**config.mk**
```make
export PLATFORM = sky130hd
export DESIGN_NAME = biq_back
export DESIGN_NICKNAME = d
export VERILOG_FILES = /design/src/rtl/biq_pkg.sv /design/src/rtl/biq_back.sv
export SDC_FILE = /design/constraint.sdc
export NUM_CORES = 2
export LEC_CHECK = 0
export BUFFER_PORTS_ARGS = -buffer_cell sky130_fd_sc_hd__buf_2
export CORE_MARGIN = 2
export CORE_UTILIZATION = 70
export CTS_BUF_LIST = sky130_fd_sc_hd__clkbuf_4 sky130_fd_sc_hd__clkbuf_8
export CTS_CLUSTER_SIZE = 14
export DETAILED_ROUTE_END_ITERATION = 16
export GPL_TIMING_DRIVEN = 1
export PLACE_DENSITY = 0.88
export SYNTH_ARGS = -nofsm -noshare
export SYNTH_HDL_FRONTEND = slang
export SYNTH_SLANG_ARGS = --single-unit
```
**constraint.sdc**
```tcl
create_clock -name clock -period 32.8 [get_ports clock]
set_clock_uncertainty 0.05 [all_clocks]
set_input_delay 8.2 -clock clock [delete_from_list [all_inputs] [get_ports clock]]
set_output_delay 8.2 -clock clock [all_outputs]
set_load 0.005 [all_outputs]
```
**src/rtl/biq_pkg.sv**
```systemverilog
// shared types and constants of the biquad filter
`default_nettype none

package biq_pkg;

   // coefficient register index, byte address divided by four
   typedef enum logic [2:0] {
      REG_B0 = 3'd0,
      REG_B1 = 3'd1,
      REG_B2 = 3'd2,
      REG_A1 = 3'd3,
      REG_A2 = 3'd4
   } reg_index_type;

   // fill state of the queue between front and back end
   typedef struct packed {
      logic full;
      logic empty;
   } fifo_status_type;

   // entries of the queue between front and back end
   localparam int QUEUE_DEPTH = 2;

   // byte address bits of the configuration port
   localparam int CSR_ADDR_BITS = 5;

   // data width of the configuration port
   localparam int CSR_DATA_BITS = 32;

endpackage

`default_nettype wire

```
**src/rtl/biq_back.sv**
```systemverilog
// back end: feedback terms, rounding, saturation and output register
`default_nettype none

module biq_back #(
   parameter int SAMPLE_BITS    = 24,
   parameter int COEF_FRAC_BITS = 22,
   parameter int COEF_BITS      = 24
) (
   input  logic                                    clock,
   input  logic                                    reset,
   input  biq_pkg::fifo_status_type                q_status,
   input  logic signed [SAMPLE_BITS+COEF_BITS+1:0] pop_data,
   output logic                                    pop,
   input  logic signed [COEF_BITS-1:0]             coef_a1,
   input  logic signed [COEF_BITS-1:0]             coef_a2,
   output logic                                    rsp_valid,
   input  logic                                    rsp_stall,
   output logic signed [SAMPLE_BITS-1:0]           rsp_out_sample,
   output logic                                    rsp_clipped
);
   import biq_pkg::*;

   localparam int PROD_W = SAMPLE_BITS + COEF_BITS;
   localparam int ACC_W  = PROD_W + 3;
   localparam int HI_LSB = COEF_FRAC_BITS + SAMPLE_BITS - 1;
   localparam logic signed [ACC_W-1:0] ROUND_HALF =
      {{(ACC_W-COEF_FRAC_BITS){1'b0}}, 1'b1, {(COEF_FRAC_BITS-1){1'b0}}};
   localparam logic signed [SAMPLE_BITS-1:0] SAMPLE_MAX = {1'b0, {(SAMPLE_BITS-1){1'b1}}};
   localparam logic signed [SAMPLE_BITS-1:0] SAMPLE_MIN = {1'b1, {(SAMPLE_BITS-1){1'b0}}};

   fifo_status_type               status;
   logic                          rsp_valid_ff, rsp_valid_in;
   logic signed [SAMPLE_BITS-1:0] out_ff, out_in;
   logic                          clip_ff, clip_in;
   logic signed [SAMPLE_BITS-1:0] y1_ff, y1_in;
   logic signed [SAMPLE_BITS-1:0] y2_ff, y2_in;
   logic signed [PROD_W-1:0]      a2y2_ff, a2y2_in;
   logic signed [PROD_W-1:0]      fb1;
   logic signed [ACC_W-1:0]       acc;
   logic [ACC_W-1-HI_LSB:0]       acc_hi;
   logic                          fits;
   logic signed [SAMPLE_BITS-1:0] y;
   logic                          clip;

   assign status = q_status;

   // take the next entry while the output register is free or drains
   assign pop = ~status.empty & (~rsp_valid_ff | ~rsp_stall);

   // feedback sum with half lsb for rounding
   assign fb1 = coef_a1 * y1_ff;
   assign acc = ACC_W'(pop_data) - ACC_W'(fb1) - ACC_W'(a2y2_ff) + ROUND_HALF;

   // shift down by the fraction bits and clamp to the sample range
   assign acc_hi = acc[ACC_W-1:HI_LSB];
   assign fits   = (&acc_hi) | ~(|acc_hi);
   assign clip   = ~fits;
   assign y      = fits ? acc[HI_LSB:COEF_FRAC_BITS]
                        : (acc[ACC_W-1] ? SAMPLE_MIN : SAMPLE_MAX);

   // next values of history, output register and second feedback product
   always_comb begin
      rsp_valid_in = pop | (rsp_valid_ff & rsp_stall);
      y1_in        = y1_ff;
      y2_in        = y2_ff;
      out_in       = out_ff;
      clip_in      = clip_ff;
      if (pop) begin
         y1_in   = y;
         y2_in   = y1_ff;
         out_in  = y;
         clip_in = clip;
      end
      // always recomputed, so it follows coefficient writes too
      a2y2_in = coef_a2 * y2_in;
   end

   always_ff @(posedge clock) begin
      if (reset) begin
         rsp_valid_ff <= 1'b0;
         y1_ff        <= '0;
         y2_ff        <= '0;
         a2y2_ff      <= '0;
      end else begin
         rsp_valid_ff <= rsp_valid_in;
         y1_ff        <= y1_in;
         y2_ff        <= y2_in;
         a2y2_ff      <= a2y2_in;
      end
   end

   // output payload
   always_ff @(posedge clock) begin
      out_ff  <= out_in;
      clip_ff <= clip_in;
   end

   assign rsp_valid      = rsp_valid_ff;
   assign rsp_out_sample = out_ff;
   assign rsp_clipped    = clip_ff;

endmodule

`default_nettype wire
```
==> key figures <==
STA
  – Final Setup Violations: 0
  – Slew headroom: 12.3%
  – Fin crit share: 54.1%
  – Final Critical Period: 17.75 ns
  – Setup TNS: 0 ns
  – Measured slew at the worst slew-check pin: 1.31 ns
  – Max Clock Freq: 56.3 MHz
  – Unrepaired setup endpoints after global routing: no
  – Slew Limit Fails: 0
  – Fin. Hold Viols: 0

Clock network
  – Total CTS buffers: 17
  – Clock transition at path regs: 0.07 ns
  – Post-CTS sizing: 0
  – Htree depth: 4
  – Setup bufs post-CTS: 0
  – CTS sink count: 122
  – Clock Path Buffers: 2
  – Clock latency on the worst-skew pair: 0.46 ns
  – Post-CTS Hold Buffers: 0
  – Root buffer selected by CTS: clkbuf_8
  – CTS tree: built

Global routing
  – Gr usage total: 35.7%
  – Largest net degree at the start of global routing: 84
  – GRT met1 Usage: 43.9%
  – Initial antenna violation count: 6
  – GR Layer Usage met2: 60.7%
  – First-pass GRT wire length: 215,000 um
  – Vias in the first global route: 43,100
  – GR Overflow Total: 0
  – Most used routing layer: met2
  – Met3 Usage GRT: 6.15%

Logic synthesis
  – Mapped Avg Cell Area: 9.15 um2
  – Share of synthesized registers carrying an async set or reset: 0%
  – Share of the synthesized area in the top cell type: 52.5%
  – Post-Syn Instances: 5,675
  – Largest area contributor in the netlist: fa_1
  – Number of synthesized flops with an enable pin: 25
  – Seq/Total Area, Yosys: 5.19%
  – Yosys Warn Count: 0
  – Synth Cell Area: 0.0519 mm2
  – #FFs+latches synth: 122
  – Post-Syn Nets: 7,472
  – Synth top area cells: fa_1 (53%), inv_1 (11%), ha_1 (8.0%)
  – Post-synth cell types: 84
  – Prevailing post-synth register cell: dfxtp_1
  – Top post-synthesis cells by count: inv_1 (1,540), fa_1 (1,362), nand2_1 (791)
  – Top-count cell post-synth: inv_1

Critical path
  – Setup CP Type: input pin to output pin
  – CP startpoint: rsp_stall
  – Crit. End Element: output pin
  – R2R cell count: 30
  – R2R Path Start: rsp_valid$_SDFF_PP0_
  – Reg2reg setup slack: 22.62 ns
  – CP Launch Type: input pin
  – Worst EP required: 24.55 ns
  – Critical path peak fanout: 34
  – WP data arrival: 9.50 ns

Detailed routing
  – WL final: 128,000 um
  – Number of iterations in the first detailed-routing pass: 6
  – 1st-iter DRT viols: 2,967
  – Avg WL per Cell: 19.5 um
  – DR DRC count: 0
  – Routed vias/inst: 5.84
  – Via count: 38,400
  – Final ANT Viol Nets: 0

Min path
  – Hold depth: 2
  – Hold wc startpoint: y2_ff[17]$_SDFF_PP0_
  – HP Class: flop to flop

Place
  – Hpwl dp: 105,000 um
  – GPL Wtd Cong: 0.963
  – Number of port buffers: 128

Floorplanning
  – Core region area: 0.0732 mm2
  – Full die area: 0.0763 mm2
  – Initial Utilization: 70.9%
  – Die Y: 276 um
  – DIE WIDTH: 276 um
  – Num ports: 130
  – # rows: 99

Final layout
  – Multi-input gate area: 0.0424 mm2
  – Share of layout cells above drive strength 1: 4.44%
  – Fill count: 5,134
  – Seq. cell area: 0.00269 mm2
  – Area grow syn2layout: 2.82%
  – NumNets Final: 7,395

Run
  – Max-cap violations: 0

Status
  – Status: finished, final reports clean
-- stage by stage --
stage               worst slack [ns]  cells  instance area, um2  utilization [%]  hold slack [ns]
CTS                            15.07   6570               53400             72.9            0.418
global placement               15.07   6538               53000             72.4            0.400
floorplan                      14.33   5675               51900                -            0.394
detailed placement             14.85   6538               53000             72.4            0.407
global route                   14.63   6572               53400             72.9            0.434
finish                         15.05   6572               53400             72.9            0.414
-- placed cells by master (no fill, tap or decap), types with 35 or more instances in the layout --
cell	n
ha_1	332
dfxtp_1	97
buf_2	128
o21ai_0	55
buf_4	35
nor2_1	123
and2_1	369
o211ai_1	35
fa_1	1362
nand3_1	45
nand2_1	791
a21oi_1	113
a21o_1	42
xor2_1	36
inv_1	1540
nor2b_1	114
xnor2_1	55
-- final timing paths --
path                                          endpoint
worst min-delay path              y2_ff[17]$_SDFF_PP0_
worst min register to register    y2_ff[17]$_SDFF_PP0_
worst max register to register  a2y2_ff[46]$_SDFF_PP0_
worst max-delay path                               pop
-- cell families after synthesis --
family                     share of synthesized area, %
AOI/OAI and AO/OA                                  4.71
and+or+nand+nor                                    14.7
adders and majority gates                          60.5
muxes                                             0.135
xor gates and xnor gates                           1.54
buffers and inverters                              13.2
DFF                                                5.19
-- registers in the layout, summed over array words and instances, names as in the netlist --
register	cells
rsp_out_sample	24
y2_ff	24
a2y2_ff	48
rsp_clipped	1
rsp_valid	1
y1_ff	24
-- final cells by class --
| type | instances | share of cell area, % |
|---|---|---|
| multi-input cells | 3752 | 79.4 |
| inverters | 1542 | 10.8 |
| flip-flops and latches | 122 | 5.05 |
| well taps | 959 | 2.25 |
| repair buffers | 163 | 1.69 |
| clock buffers | 18 | 0.453 |
| clock inverters | 14 | 0.258 |
| diodes | 2 | 0.00938 |
-- critical path, cell delays in order --
cell	delay (ns)
buf_2	0.07
nand2_1	0.05
nand2b_1	0.07
buf_4	0.38
clkinv_2	0.45
buf_2	0.27
-- layer usage --
layer	share of wire [%]	vias to the layer above
li1	-	16200
met1	35	19600
met2	50	2007
met3	8.6	566
met4	6.6	2
met5	0.010	-
Power is not shown: default switching activity piles up to over one toggle a cycle in this logic, so the estimate is an artifact.
