File: src/rtl/biq_pkg.sv
// shared types and constants of the biquad filter
`default_nettype none

package biq_pkg;

   // coefficient register index, byte address divided by four
   typedef enum logic [2:0] {
      REG_B0 = 3'd0,
      REG_B1 = 3'd1,
      REG_B2 = 3'd2,
      REG_A1 = 3'd3,
      REG_A2 = 3'd4
   } reg_index_type;

   // fill state of the queue between front and back end
   typedef struct packed {
      logic full;
      logic empty;
   } fifo_status_type;

   // entries of the queue between front and back end
   localparam int QUEUE_DEPTH = 2;

   // byte address bits of the configuration port
   localparam int CSR_ADDR_BITS = 5;

   // data width of the configuration port
   localparam int CSR_DATA_BITS = 32;

endpackage

`default_nettype wire

File: src/rtl/biq_queue.sv
// short queue between front and back end
`default_nettype none

module biq_queue #(
   parameter int WIDTH = 50
) (
   input  logic                     clock,
   input  logic                     reset,
   input  logic                     push,
   input  logic [WIDTH-1:0]         push_data,
   input  logic                     pop,
   output logic [WIDTH-1:0]         pop_data,
   output biq_pkg::fifo_status_type status
);
   import biq_pkg::*;

   localparam int PTR_W = (QUEUE_DEPTH > 1) ? $clog2(QUEUE_DEPTH) : 1;
   localparam int CNT_W = $clog2(QUEUE_DEPTH + 1);
   localparam logic [PTR_W-1:0] LAST_PTR = PTR_W'(QUEUE_DEPTH - 1);
   localparam logic [CNT_W-1:0] FULL_CNT = CNT_W'(QUEUE_DEPTH);

   logic [WIDTH-1:0] mem_ff [QUEUE_DEPTH];
   logic [PTR_W-1:0] wr_ptr_ff, wr_ptr_in;
   logic [PTR_W-1:0] rd_ptr_ff, rd_ptr_in;
   logic [CNT_W-1:0] count_ff, count_in;
   logic             do_push, do_pop;

   assign status.full  = (count_ff == FULL_CNT);
   assign status.empty = (count_ff == '0);
   assign do_push      = push & ~status.full;
   assign do_pop       = pop & ~status.empty;
   assign pop_data     = mem_ff[rd_ptr_ff];

   // pointer and fill count update
   always_comb begin
      wr_ptr_in = wr_ptr_ff;
      rd_ptr_in = rd_ptr_ff;
      count_in  = count_ff;
      if (do_push) begin
         wr_ptr_in = (wr_ptr_ff == LAST_PTR) ? '0 : wr_ptr_ff + 1'b1;
      end
      if (do_pop) begin
         rd_ptr_in = (rd_ptr_ff == LAST_PTR) ? '0 : rd_ptr_ff + 1'b1;
      end
      case ({do_push, do_pop})
         2'b10:   count_in = count_ff + 1'b1;
         2'b01:   count_in = count_ff - 1'b1;
         default: count_in = count_ff;
      endcase
   end

   always_ff @(posedge clock) begin
      if (reset) begin
         wr_ptr_ff <= '0;
         rd_ptr_ff <= '0;
         count_ff  <= '0;
      end else begin
         wr_ptr_ff <= wr_ptr_in;
         rd_ptr_ff <= rd_ptr_in;
         count_ff  <= count_in;
      end
   end

   // entry storage
   always_ff @(posedge clock) begin
      if (do_push) begin
         mem_ff[wr_ptr_ff] <= push_data;
      end
   end

endmodule

`default_nettype wire

File: config.mk
export PLATFORM = sky130hd
export DESIGN_NAME = biq_queue
export DESIGN_NICKNAME = d
export VERILOG_FILES = /design/src/rtl/biq_pkg.sv /design/src/rtl/biq_queue.sv
export SDC_FILE = /design/constraint.sdc
export NUM_CORES = 1
export LEC_CHECK = 0
export BUFFER_PORTS_ARGS = -buffer_cell sky130_fd_sc_hd__clkbuf_2
export CORE_UTILIZATION = 50
export CTS_CLUSTER_SIZE = 40
export DETAILED_ROUTE_END_ITERATION = 6
export PLACE_DENSITY = 0.83
export SYNTH_ARGS = -nofsm -noshare
export SYNTH_HDL_FRONTEND = slang
export SYNTH_SLANG_ARGS = --single-unit
File: constraint.sdc
create_clock -name clock -period 2.62 [get_ports clock]
set_clock_uncertainty 0.05 [all_clocks]
set_input_delay 0.131 -clock clock [delete_from_list [all_inputs] [get_ports clock]]
set_output_delay 0.131 -clock clock [all_outputs]
set_load 0.01 [all_outputs]
==> results of run 1 <==
## cells in the mapped netlist (all sizes together)
| cell type | count | area share, % |
|---|---|---|
| clkbuf | 1 | 0.098 |
| dfxtp | 5 | 2.6 |
| edfxtp | 100 | 79 |
| and3 | 1 | 0.16 |
| buf | 5 | 0.66 |
| nor2 | 4 | 0.39 |
| o21a | 1 | 0.20 |
| nand2 | 1 | 0.098 |
| mux2 | 50 | 15 |
| a21oi | 2 | 0.26 |
| inv | 3 | 0.29 |
| xnor2 | 2 | 0.46 |
| ha | 1 | 0.33 |
| xor2 | 1 | 0.23 |
| nand2b | 1 | 0.23 |
| o21ai | 2 | 0.26 |
| or3 | 2 | 0.33 |
## worst max-delay path by stage
stage | start | to | slack, ns | cells past startpoint
2_1_floorplan | count_ff[0] | mem_ff[0][0] | 0.26 | 4
3_5_place_dp | count_ff[0] | mem_ff[0][25] | 0.89 | 5
6_report | register | pop_data[17] | 0.70 | 3
3_3_place_gp | count_ff[0] | mem_ff[0][30] | 0.96 | 5
4_1_cts | register | pop_data[11] | 0.68 | 3
5_1_grt | register | pop_data[17] | 0.61 | 3
## cell type report
type                            instances  area (um2)
Timing Repair Buffer                  159        1100
Tap cell                               99         124
Clock inverter                          5        33.8
Fill cell                             481        2160
Inverter                                3        11.3
Multi-Input combinational cell         68         677
Sequential cell                       105        3100
Clock buffer                           10         128
## report_power, final
group / total [mW] / internal (mW) / switching (mW)
clock network: 0.855 / 0.339 / 0.516
registers: 2.22 / 2.12 / 0.107
logic: 1.26 / 0.639 / 0.619
## per-layer routing
metal,wire length (um),GRT usage (%)
met1,2770,19.7
met2,3620,31.4
met3,346,4.16
met4,113,9.67
met5,0,0
## cells by family after synthesis
family	synth area share [%]
AO/OA/AOI/OAI	0.721
XOR/XNOR	0.688
adder cells (fa/ha/maj)	0.328
buffers and inverters	1.05
flip-flops	81.3
multiplexers	14.7
AND/OR/NAND/NOR	1.21
## worst min-delay path, delay by kind of cell
family	cells	cell delay (ns)
buffers and inverters	2	0.17
and+or+nand+nor	1	0.13
AOI/OAI and AO/OA	1	0.07
## timing repair
item                       CTS  global route
hold buffers                51             0
hold endpoints to repair   105             0
setup endpoints to repair    0             0
## cell usage in the layout (no fill, tap or decap)
cell type and n:
xor2_1 1, o21a_1 1, xnor2_1 2, clkbuf_2 105
inv_2 2, ha_1 1, clkinv_4 1, clkbuf_1 1
nand2b_2 1, clkinvlp_4 2, inv_1 1, dfxtp_1 4
dfxtp_2 1, o21ai_0 2, a21oi_1 2, mux2_2 50
clkinv_2 2, nand2_1 1, clkbuf_8 9, edfxtp_1 100
or3_1 2, buf_12 3, dlygate4sd3_1 51, and3_2 1
nor2_1 4
## registers in the layout (all words and copies together), names as in the netlist, named ones only
name,count
mem_ff,100
count_ff,2
rd_ptr_ff,1
wr_ptr_ff,1
==> reports/metrics.csv, run 1 <==
metric,value,unit
status,"complete, no violations",
setup_tns,0,ns
leak pwr,1.97,nW
final non-filler cell total,449,
utilization after layout,70.6,%
DRT Pass-1 Iters,4,
Ports,106,
fin nets,401,
Reg2Reg Depth,5,
wire per inst,15.3,um
CP Class,reg -> out,
clock-pin slew on the worst setup and hold paths,0.09,ns
Final WS setup,0.703,ns
critical path launch point type,register,
share of layout cells above drive strength 1,50.6,%
worst flop-to-flop path endpoint,mem_ff[0][38],
# rows,31,
Post-Syn Area per Cell,21.0,um2
Worst Path Max Fanout,35,
Worst-Margin Slew,0.405,ns
Ys Warns,0,
CP peak stage delay,0.59,ns
GP Congestion,0.679,
DR vias,2198,
max cap viols,0,
sinks on the clock net,105,
First DRT Iteration DRCs,94,
Pwr Density,838,nW/um2
Top delay family on crit path,flip-flops,
Layout area overhead,35.5,%
latest clock arrival within the worst-skew pair,0.35,ns
fin area,5170,um2
endpoint class of the critical path,output port,
worst hold path cell count,4,
arrival time worst endpoint,1.74,ns
syn nets,237,
GRT Util Overall,17.7,%
Vias/cell,4.90,
Syn Inst Count,182,
IO buf count,105,
Placement Setup Slack,0.891,ns
Slew HR,73.0,%
Num CTS Buffers,9,
post-CTS setup buffer count,0,
hold path startpoint,push,
register area share after synthesis,81.3,%
Die Ht,89.4,um
Die ar.,7990,um2
Placed Cells,383,
Worst Path Buf+Inv,2,
Post-CTS Resized,0,
fmax,522,MHz
Root Driver,clkbuf_8,
Critical Path RT,2.44,ns
initial antenna violation count,0,
total chip power,4.34,mW
H-tree levels,3,
final setup fails,0,
Area after DPL,4500,um2
Antenna Diode Count,0,
Hold WS,0.145,ns
die width,89.4,um
max-slew violation count,0,
Final Cycle Share,73.2,%
Hold Crit Class,in -> reg,
number of global-route vias before repair,2148,
maximum root-to-sink buffer count,2,
Hold Path End,wr_ptr_ff,
Mapped Area,3820,um2
VDD IR max,0.551,mV
RR Startpoint,count_ff[0],
largest net degree at the start of global routing,51,
Synth cell types,18,
area of the core,7330,um2
Final Hold Vio Count,0,
gr ovfl total,0,
# DRC,0,
initial core utilization,52.1,%
first-pass GRT wire length,10000,um
RSZ-0062 raised after global routing,no,
Seq cells post-synth,105,
CTS tree,built,
FF-to-FF setup slack,0.89,ns
slowest stage cell on the critical path,dfxtp_2,
Tmin final,1.92,ns
DRT antenna net count,0,
crit-path cells,buf_12 -> mux2_2 -> clkbuf_2,
DRT Wirelength,6860,um
Power figures use the tool's default switching activity.
==> run 2: changes to the inputs <==
==> constraint.sdc (replaced) <==
create_clock -name clock -period 2 [get_ports clock]
set_clock_uncertainty 0.05 [all_clocks]
set_input_delay 0.1 -clock clock [delete_from_list [all_inputs] [get_ports clock]]
set_output_delay 0.1 -clock clock [all_outputs]
set_load 0.01 [all_outputs]
==> reports/metrics.csv, run 2 (synthesized netlist as in run 1, its figures left out) <==
metric,value,unit,change
Critical Path RT,2.00,ns,-0.44 ns
Placed Cells,386,,+0.78%
critical path launch point type,register,,
fin nets,404,,+0.75%
fin area,5190,um2,+0.24%
# DRC,0,,unchanged
sinks on the clock net,105,,unchanged
final setup fails,0,,unchanged
wire per inst,13.9,um,-8.9%
area of the core,7330,um2,unchanged
max-slew violation count,0,,unchanged
Final WS setup,0.313,ns,-0.390 ns
GP Congestion,0.668,,-1.7%
final non-filler cell total,452,,+0.67%
leak pwr,1.98,nW,+0.41%
Hold Crit Class,in -> reg,,
First DRT Iteration DRCs,82,,-13%
Layout area overhead,35.8,%,
"Hold-fix buffers, CTS",51,,unchanged
DR vias,2166,,-1.5%
H-tree levels,3,,unchanged
Top Registers,"mem_ff: 100 flops, count_ff: 2 flops",,
die width,89.4,um,unchanged
Ports,106,,unchanged
gr ovfl total,0,,unchanged
Die Ht,89.4,um,unchanged
Final Cycle Share,84.4,%,
# rows,31,,unchanged
endpoint class of the critical path,register,,
Post-CTS Resized,0,,unchanged
clock-pin slew on the worst setup and hold paths,0.08,ns,about the same
max reg flops,100,,unchanged
Slew HR,75.6,%,+2.6 points
"leading cell type in the layout, fill and taps excluded",clkbuf_2,,
Num CTS Buffers,9,,unchanged
Antenna Diode Count,0,,unchanged
Final Hold Vio Count,0,,unchanged
first-pass GRT wire length,9200,um,-8.1%
Pwr Density,1090,nW/um2,+30%
post-CTS setup buffer count,0,,unchanged
most frequent cells in the layout,"clkbuf_2 (105), edfxtp_1 (100), dlygate4sd3_1 (51)",,
setup_tns,0,ns,unchanged
latest clock arrival within the worst-skew pair,0.34,ns,about the same
RSZ-0062 raised after global routing,no,,
Placement Setup Slack,0.302,ns,-0.589 ns
status,"complete, no violations",,
DRT antenna net count,0,,unchanged
Biggest register,mem_ff,,
VDD IR max,0.752,mV,+36%
initial antenna violation count,0,,unchanged
max cap viols,0,,unchanged
arrival time worst endpoint,1.69,ns,-0.05 ns
initial core utilization,52.1,%,unchanged
Area after DPL,4520,um2,+0.31%
Detailed Place HPWL,3920,um,
Worst-Margin Slew,0.366,ns,-0.0390 ns
maximum root-to-sink buffer count,2,,unchanged
total chip power,5.64,mW,+30%
IO buf count,105,,unchanged
fmax,593,MHz,
Root Driver,clkbuf_8,,
CTS tree,built,,
CP Class,reg -> reg,,
largest net degree at the start of global routing,28,,-45%
Tmin final,1.69,ns,
Worst Path Max Fanout,27,,-23%
share of layout cells above drive strength 1,50.4,%,-0.15 points
number of global-route vias before repair,2105,,-2.0%
DRT Pass-1 Iters,4,,unchanged
GRT Util Overall,15.9,%,-1.8 points
Vias/cell,4.79,,-2.1%
DRT Wirelength,6290,um,-8.3%
Die ar.,7990,um2,unchanged
==> run 2: changes by cell type in the layout (fill, tap and decap cells not counted) <==
cell | before | now
clkinv_2 | 2 | 0
buf_4 | 0 | 4
clkinv_1 | 0 | 2
buf_12 | 3 | 2
inv_6 | 0 | 1
inv_2 | 2 | 1
==> run 2: metrics by stage <==
step	hold slack (ns)	utilization [%]
finish	0.103	70.7
global route	0.159	70.7
CTS	0.0956	70.7
detailed placement	0.243	61.6
global placement	0.240	61.6
floorplan	0.119	-
==> run 2: area by class of cell <==
class | count | area, um2
flip-flops and latches | 105 | 3100
fillers | 458 | 2140
repair buffers | 162 | 1110
multi-input cells | 68 | 677
clock buffers | 10 | 128
well taps | 99 | 124
clock inverters | 5 | 32.5
inverters | 3 | 15.0
==> run 2: where the power goes <==
group	leakage (nW)	switching [mW]	internal (mW)
Sequential	0.977	0.0898	2.77
Combinational	0.927	0.852	0.843
Clock	0.0778	0.643	0.445
Total	1.98	1.58	4.06
==> run 2: routing by layer <==
layer  vias to the layer above  routed length (um)  global-route usage, %
li1                       1040                   -                      -
met1                      1045                2580                   17.2
met2                        70                3330                   29.0
met3                        11                 267                   4.34
met4                         0                 108                   7.50
met5                         -                   0                      0
==> run 2: critical path: stages (launching register included) <==
cell        delay, ns
dfxtp_1          0.43
nand2b_2         0.18
inv_2            0.04
or3_1            0.36
clkinvlp_4       0.14
buf_12           0.19
==> run 2: final timing paths <==
path | startpoint | endpoint | slack (ns) | cells after the start
setup / recovery | count_ff[0] | mem_ff[0][45] | 0.31 | 5
hold / removal | push | wr_ptr_ff | 0.10 | 4
setup reg to reg | count_ff[0] | mem_ff[0][45] | 0.31 | 5
hold reg to reg | wr_ptr_ff | wr_ptr_ff | 0.44 | 2
==> run 3: changes to the inputs <==
--- a/config.mk
+++ b/config.mk
@@ -5,11 +5,12 @@
 export SDC_FILE = /design/constraint.sdc
 export NUM_CORES = 1
 export LEC_CHECK = 0
+export ABC_AREA = 1
 export BUFFER_PORTS_ARGS = -buffer_cell sky130_fd_sc_hd__clkbuf_2
-export CORE_UTILIZATION = 50
+export CORE_UTILIZATION = 47
 export CTS_CLUSTER_SIZE = 40
 export DETAILED_ROUTE_END_ITERATION = 6
-export PLACE_DENSITY = 0.83
+export PLACE_DENSITY = 0.81
 export SYNTH_ARGS = -nofsm -noshare
 export SYNTH_HDL_FRONTEND = slang
 export SYNTH_SLANG_ARGS = --single-unit
==> constraint.sdc (replaced) <==
create_clock -name clock -period 1.49 [get_ports clock]
set_clock_uncertainty 0.05 [all_clocks]
set_input_delay 0.0745 -clock clock [delete_from_list [all_inputs] [get_ports clock]]
set_output_delay 0.0745 -clock clock [all_outputs]
set_load 0.01 [all_outputs]
==> reports/metrics.csv, run 3 <==
metric,value,unit,change
mux contribution to synthesized area,18.3,%,+3.5 points
Ys Warns,0,,unchanged
DR vias,2216,,+2.3%
Synth Area in Adders,0.304,%,-0.023 points
max reg flops,100,,unchanged
# rows,33,,+6.5%
Critical Path RT,1.37,ns,-0.63 ns
GRT Util Overall,15.9,%,-0.064 points
Reg2Reg Depth,6,,+1
Clock power frac,23.4,%,+4.1 points
endpoint class of the critical path,output port,,
xor/xnor cell area share of the yosys netlist,0,%,-0.69 points
Top Registers,"mem_ff: 100 flops, count_ff: 2 flops",,
Synth area leader,edfxtp_1,,
Seq cells post-synth,105,,unchanged
failing checks,negative setup slack,,
DRT antenna net count,0,,unchanged
combinational family with the most area after synthesis,multiplexers,,
Antenna Diode Count,0,,unchanged
sequential share of power,50.8,%,about the same
sinks on the clock net,105,,unchanged
status,finished with violations,,
Vias/cell,4.67,,-2.6%
Post-Syn Area per Cell,21.0,um2,about the same
RR Startpoint,count_ff[1],,
Post-Synth Simple-Gate Area,2.16,%,+0.95 points
Final Hold Vio Count,0,,unchanged
Synth cell types,12,,-6
"leading cell type in the layout, fill and taps excluded",clkbuf_2,,
die width,95.5,um,+6.9%
"EDFF count, synth",100,,unchanged
Syn Inst Count,196,,+7.7%
Die ar.,9120,um2,+14%
CP Class,reg -> out,,
CP peak stage delay,0.41,ns,-0.02 ns
register area share after synthesis,75.5,%,-5.8 points
maximum root-to-sink buffer count,2,,unchanged
ys async rst share,0,%,unchanged
slowest stage cell on the critical path,dfxtp_4,,
CTS tree,built,,
Critical Path Sink,pop_data[20],,
critical path launch point type,register,,
crit-path cells,buf_12 -> mux2_4 -> clkbuf_2,,
latest clock arrival within the worst-skew pair,0.34,ns,about the same
DRT Wirelength,6760,um,+7.4%
leak pwr,2.25,nW,+13%
top post-synthesis cells by count,"edfxtp_1 (100), mux2_4 (50), nor2_1 (14)",,
total chip power,7.33,mW,+30%
first-pass GRT wire length,10500,um,+14%
DRT Pass-1 Iters,4,,unchanged
most frequent cell after synthesis,edfxtp_1,,
Detailed Place HPWL,4350,um,+11%
wire per inst,14.2,um,+2.2%
most frequent cells in the layout,"clkbuf_2 (105), edfxtp_1 (100), dlygate4sd3_1 (51)",,
Worst Path Max Fanout,17,,-37%
# DRC,0,,unchanged
worst flop-to-flop path endpoint,mem_ff[0][45],,
GP Congestion,0.713,,+6.7%
fin nets,420,,+4.0%
fmax,659,MHz,
Tmin final,1.52,ns,
Layout area overhead,35.3,%,
setup_tns,-0.474,ns,-0.474 ns
First DRT Iteration DRCs,46,,-44%
Synth area leaders,"edfxtp_1 (73%), mux2_4 (18%), buf_12 (2.4%), dfxtp_1 (2.4%), nor2_1 (1.3%)",,
Ports,106,,unchanged
Num CTS Buffers,9,,unchanged
H-tree levels,3,,unchanged
FF-to-FF setup slack,0.10,ns,-0.21 ns
logic gate share of total power,25.8,%,-4.2 points
arrival time worst endpoint,1.39,ns,-0.30 ns
Biggest register,mem_ff,,
area of the core,8340,um2,+14%
Pwr Density,1320,nW/um2,+21%
IO buf count,105,,unchanged
initial antenna violation count,0,,unchanged
Worst-Margin Slew,0.242,ns,-0.124 ns
max cap viols,0,,unchanged
gr ovfl total,0,,unchanged
Top delay family on crit path,flip-flops,,
Root Driver,clkbuf_8,,
RSZ-0062 raised after global routing,yes,,
Final WS setup,-0.0283,ns,-0.341 ns
Final Cycle Share,102,%,
ys flop type,edfxtp_1,,
VDD IR max,0.735,mV,-2.2%
Critical Path Stages,3,,-2
Psw,1.90,mW,+20%
internal power,5.43,mW,+34%
Synth Area in Compound Gates,0.244,%,-0.48 points
Worst Path Buf+Inv,2,,-1
Slew HR,83.9,%,+8.3 points
largest net degree at the start of global routing,32,,+14%
number of global-route vias before repair,2277,,+8.2%
top-area cell type share of the netlist area,73.1,%,-5.6 points
Switching Fraction,26.0,%,-2.1 points
Mapped Area,4110,um2,+7.6%
initial core utilization,49.3,%,-2.8 points
syn nets,251,,+5.9%
max-slew violation count,0,,unchanged
share of layout cells above drive strength 1,51.6,%,+1.2 points
final setup fails,37,,+37
Hold Crit Class,in -> reg,,
Die Ht,95.5,um,+6.9%
clock-pin slew on the worst setup and hold paths,0.09,ns,about the same
[run 3: cell types whose count changed in the layout (fill, tap and decap cells not counted), moves of 5 or more]
| cell | before | now |
|---|---|---|
| mux2_4 | 0 | 50 |
| buf_12 | 2 | 7 |
| nor2_1 | 4 | 10 |
| mux2_2 | 50 | 0 |
| nand2_1 | 1 | 7 |
| inv_1 | 1 | 6 |
[run 3: routing by layer]
| metal | track usage (%) | wire, um | up-vias |
|---|---|---|---|
| met2 | 27.9 | 3510 | 70 |
| met5 | 0 | 0 | - |
| met1 | 18.8 | 2860 | 1054 |
| met4 | 6.34 | 73 | 0 |
| met3 | 3.83 | 309 | 10 |
| li1 | - | - | 1082 |
[run 3: worst min-delay path by stage]
stage	from	to	slack [ns]	cells past startpoint
after detailed placement	push_data[11]	mem_ff[1][11]	0.22	1
after CTS	push	wr_ptr_ff	0.05	5
after global placement	push_data[12]	mem_ff[0][12]	0.21	1
final	push	wr_ptr_ff	0.07	5
after global routing	push	wr_ptr_ff	0.08	5
after floorplan	push_data[0]	mem_ff[0][0]	0.12	0
[run 3: cell families (layout without fill, tap and decap cells)]
kind of cell	count (synthesis)	after routing
flip-flops	105	105
multiplexers	50	50
AND/OR/NAND/NOR	23	23
buffers and inverters	15	189
AO/OA/AOI/OAI	2	2
adder cells (fa/ha/maj)	1	1
[run 3: power groups by stage]
stage	sequential (mW)	clock (mW)	combinational, mW
CTS	3.72	1.77	1.90
finish	3.72	1.71	1.89
detailed placement	3.81	0	1.75
floorplan	3.75	0	1.25
global route	3.75	1.89	2.05
global placement	3.79	0	1.73
[run 3: through the flow]
stage | setup slack, ns | hold WS, ns | instance area, um2 | instances | utilization, %
after CTS | -0.0575 | 0.0538 | 5550 | 475 | 66.5
after global routing | -0.0962 | 0.0822 | 5560 | 475 | 66.7
after detailed placement | 0.0492 | 0.218 | 4830 | 407 | 57.9
after global placement | 0.152 | 0.214 | 4830 | 407 | 57.9
after floorplan | -0.312 | 0.123 | 4140 | 196 | -
final | -0.0283 | 0.0704 | 5560 | 475 | 66.7
[run 3: timing repair]
item                       in CTS  in global routing
hold endpoints to repair      105                  0
setup buffers                   1                  0
setup endpoints to repair      44                 52
cloned                          0                  0
hold buffers                   51                  0
gates resized for setup         0                  2
[run 3: worst reg2reg max path, stage by stage (launching register included)]
cell and delay [ns]:
dfxtp_2 0.35, inv_2 0.07, nor2_4 0.04, nor2_4 0.10, inv_2 0.07, nor2_4 0.17
buf_12 0.22
[run 3: cell type report]
class / count / area (um2)
clock inverter: 7 / 75.1
clock buffer: 9 / 124
timing repair buffer: 164 / 1180
multi-input combinational: 76 / 902
fill: 596 / 2780
inverter: 9 / 37.5
sequential: 105 / 3110
tap: 105 / 131
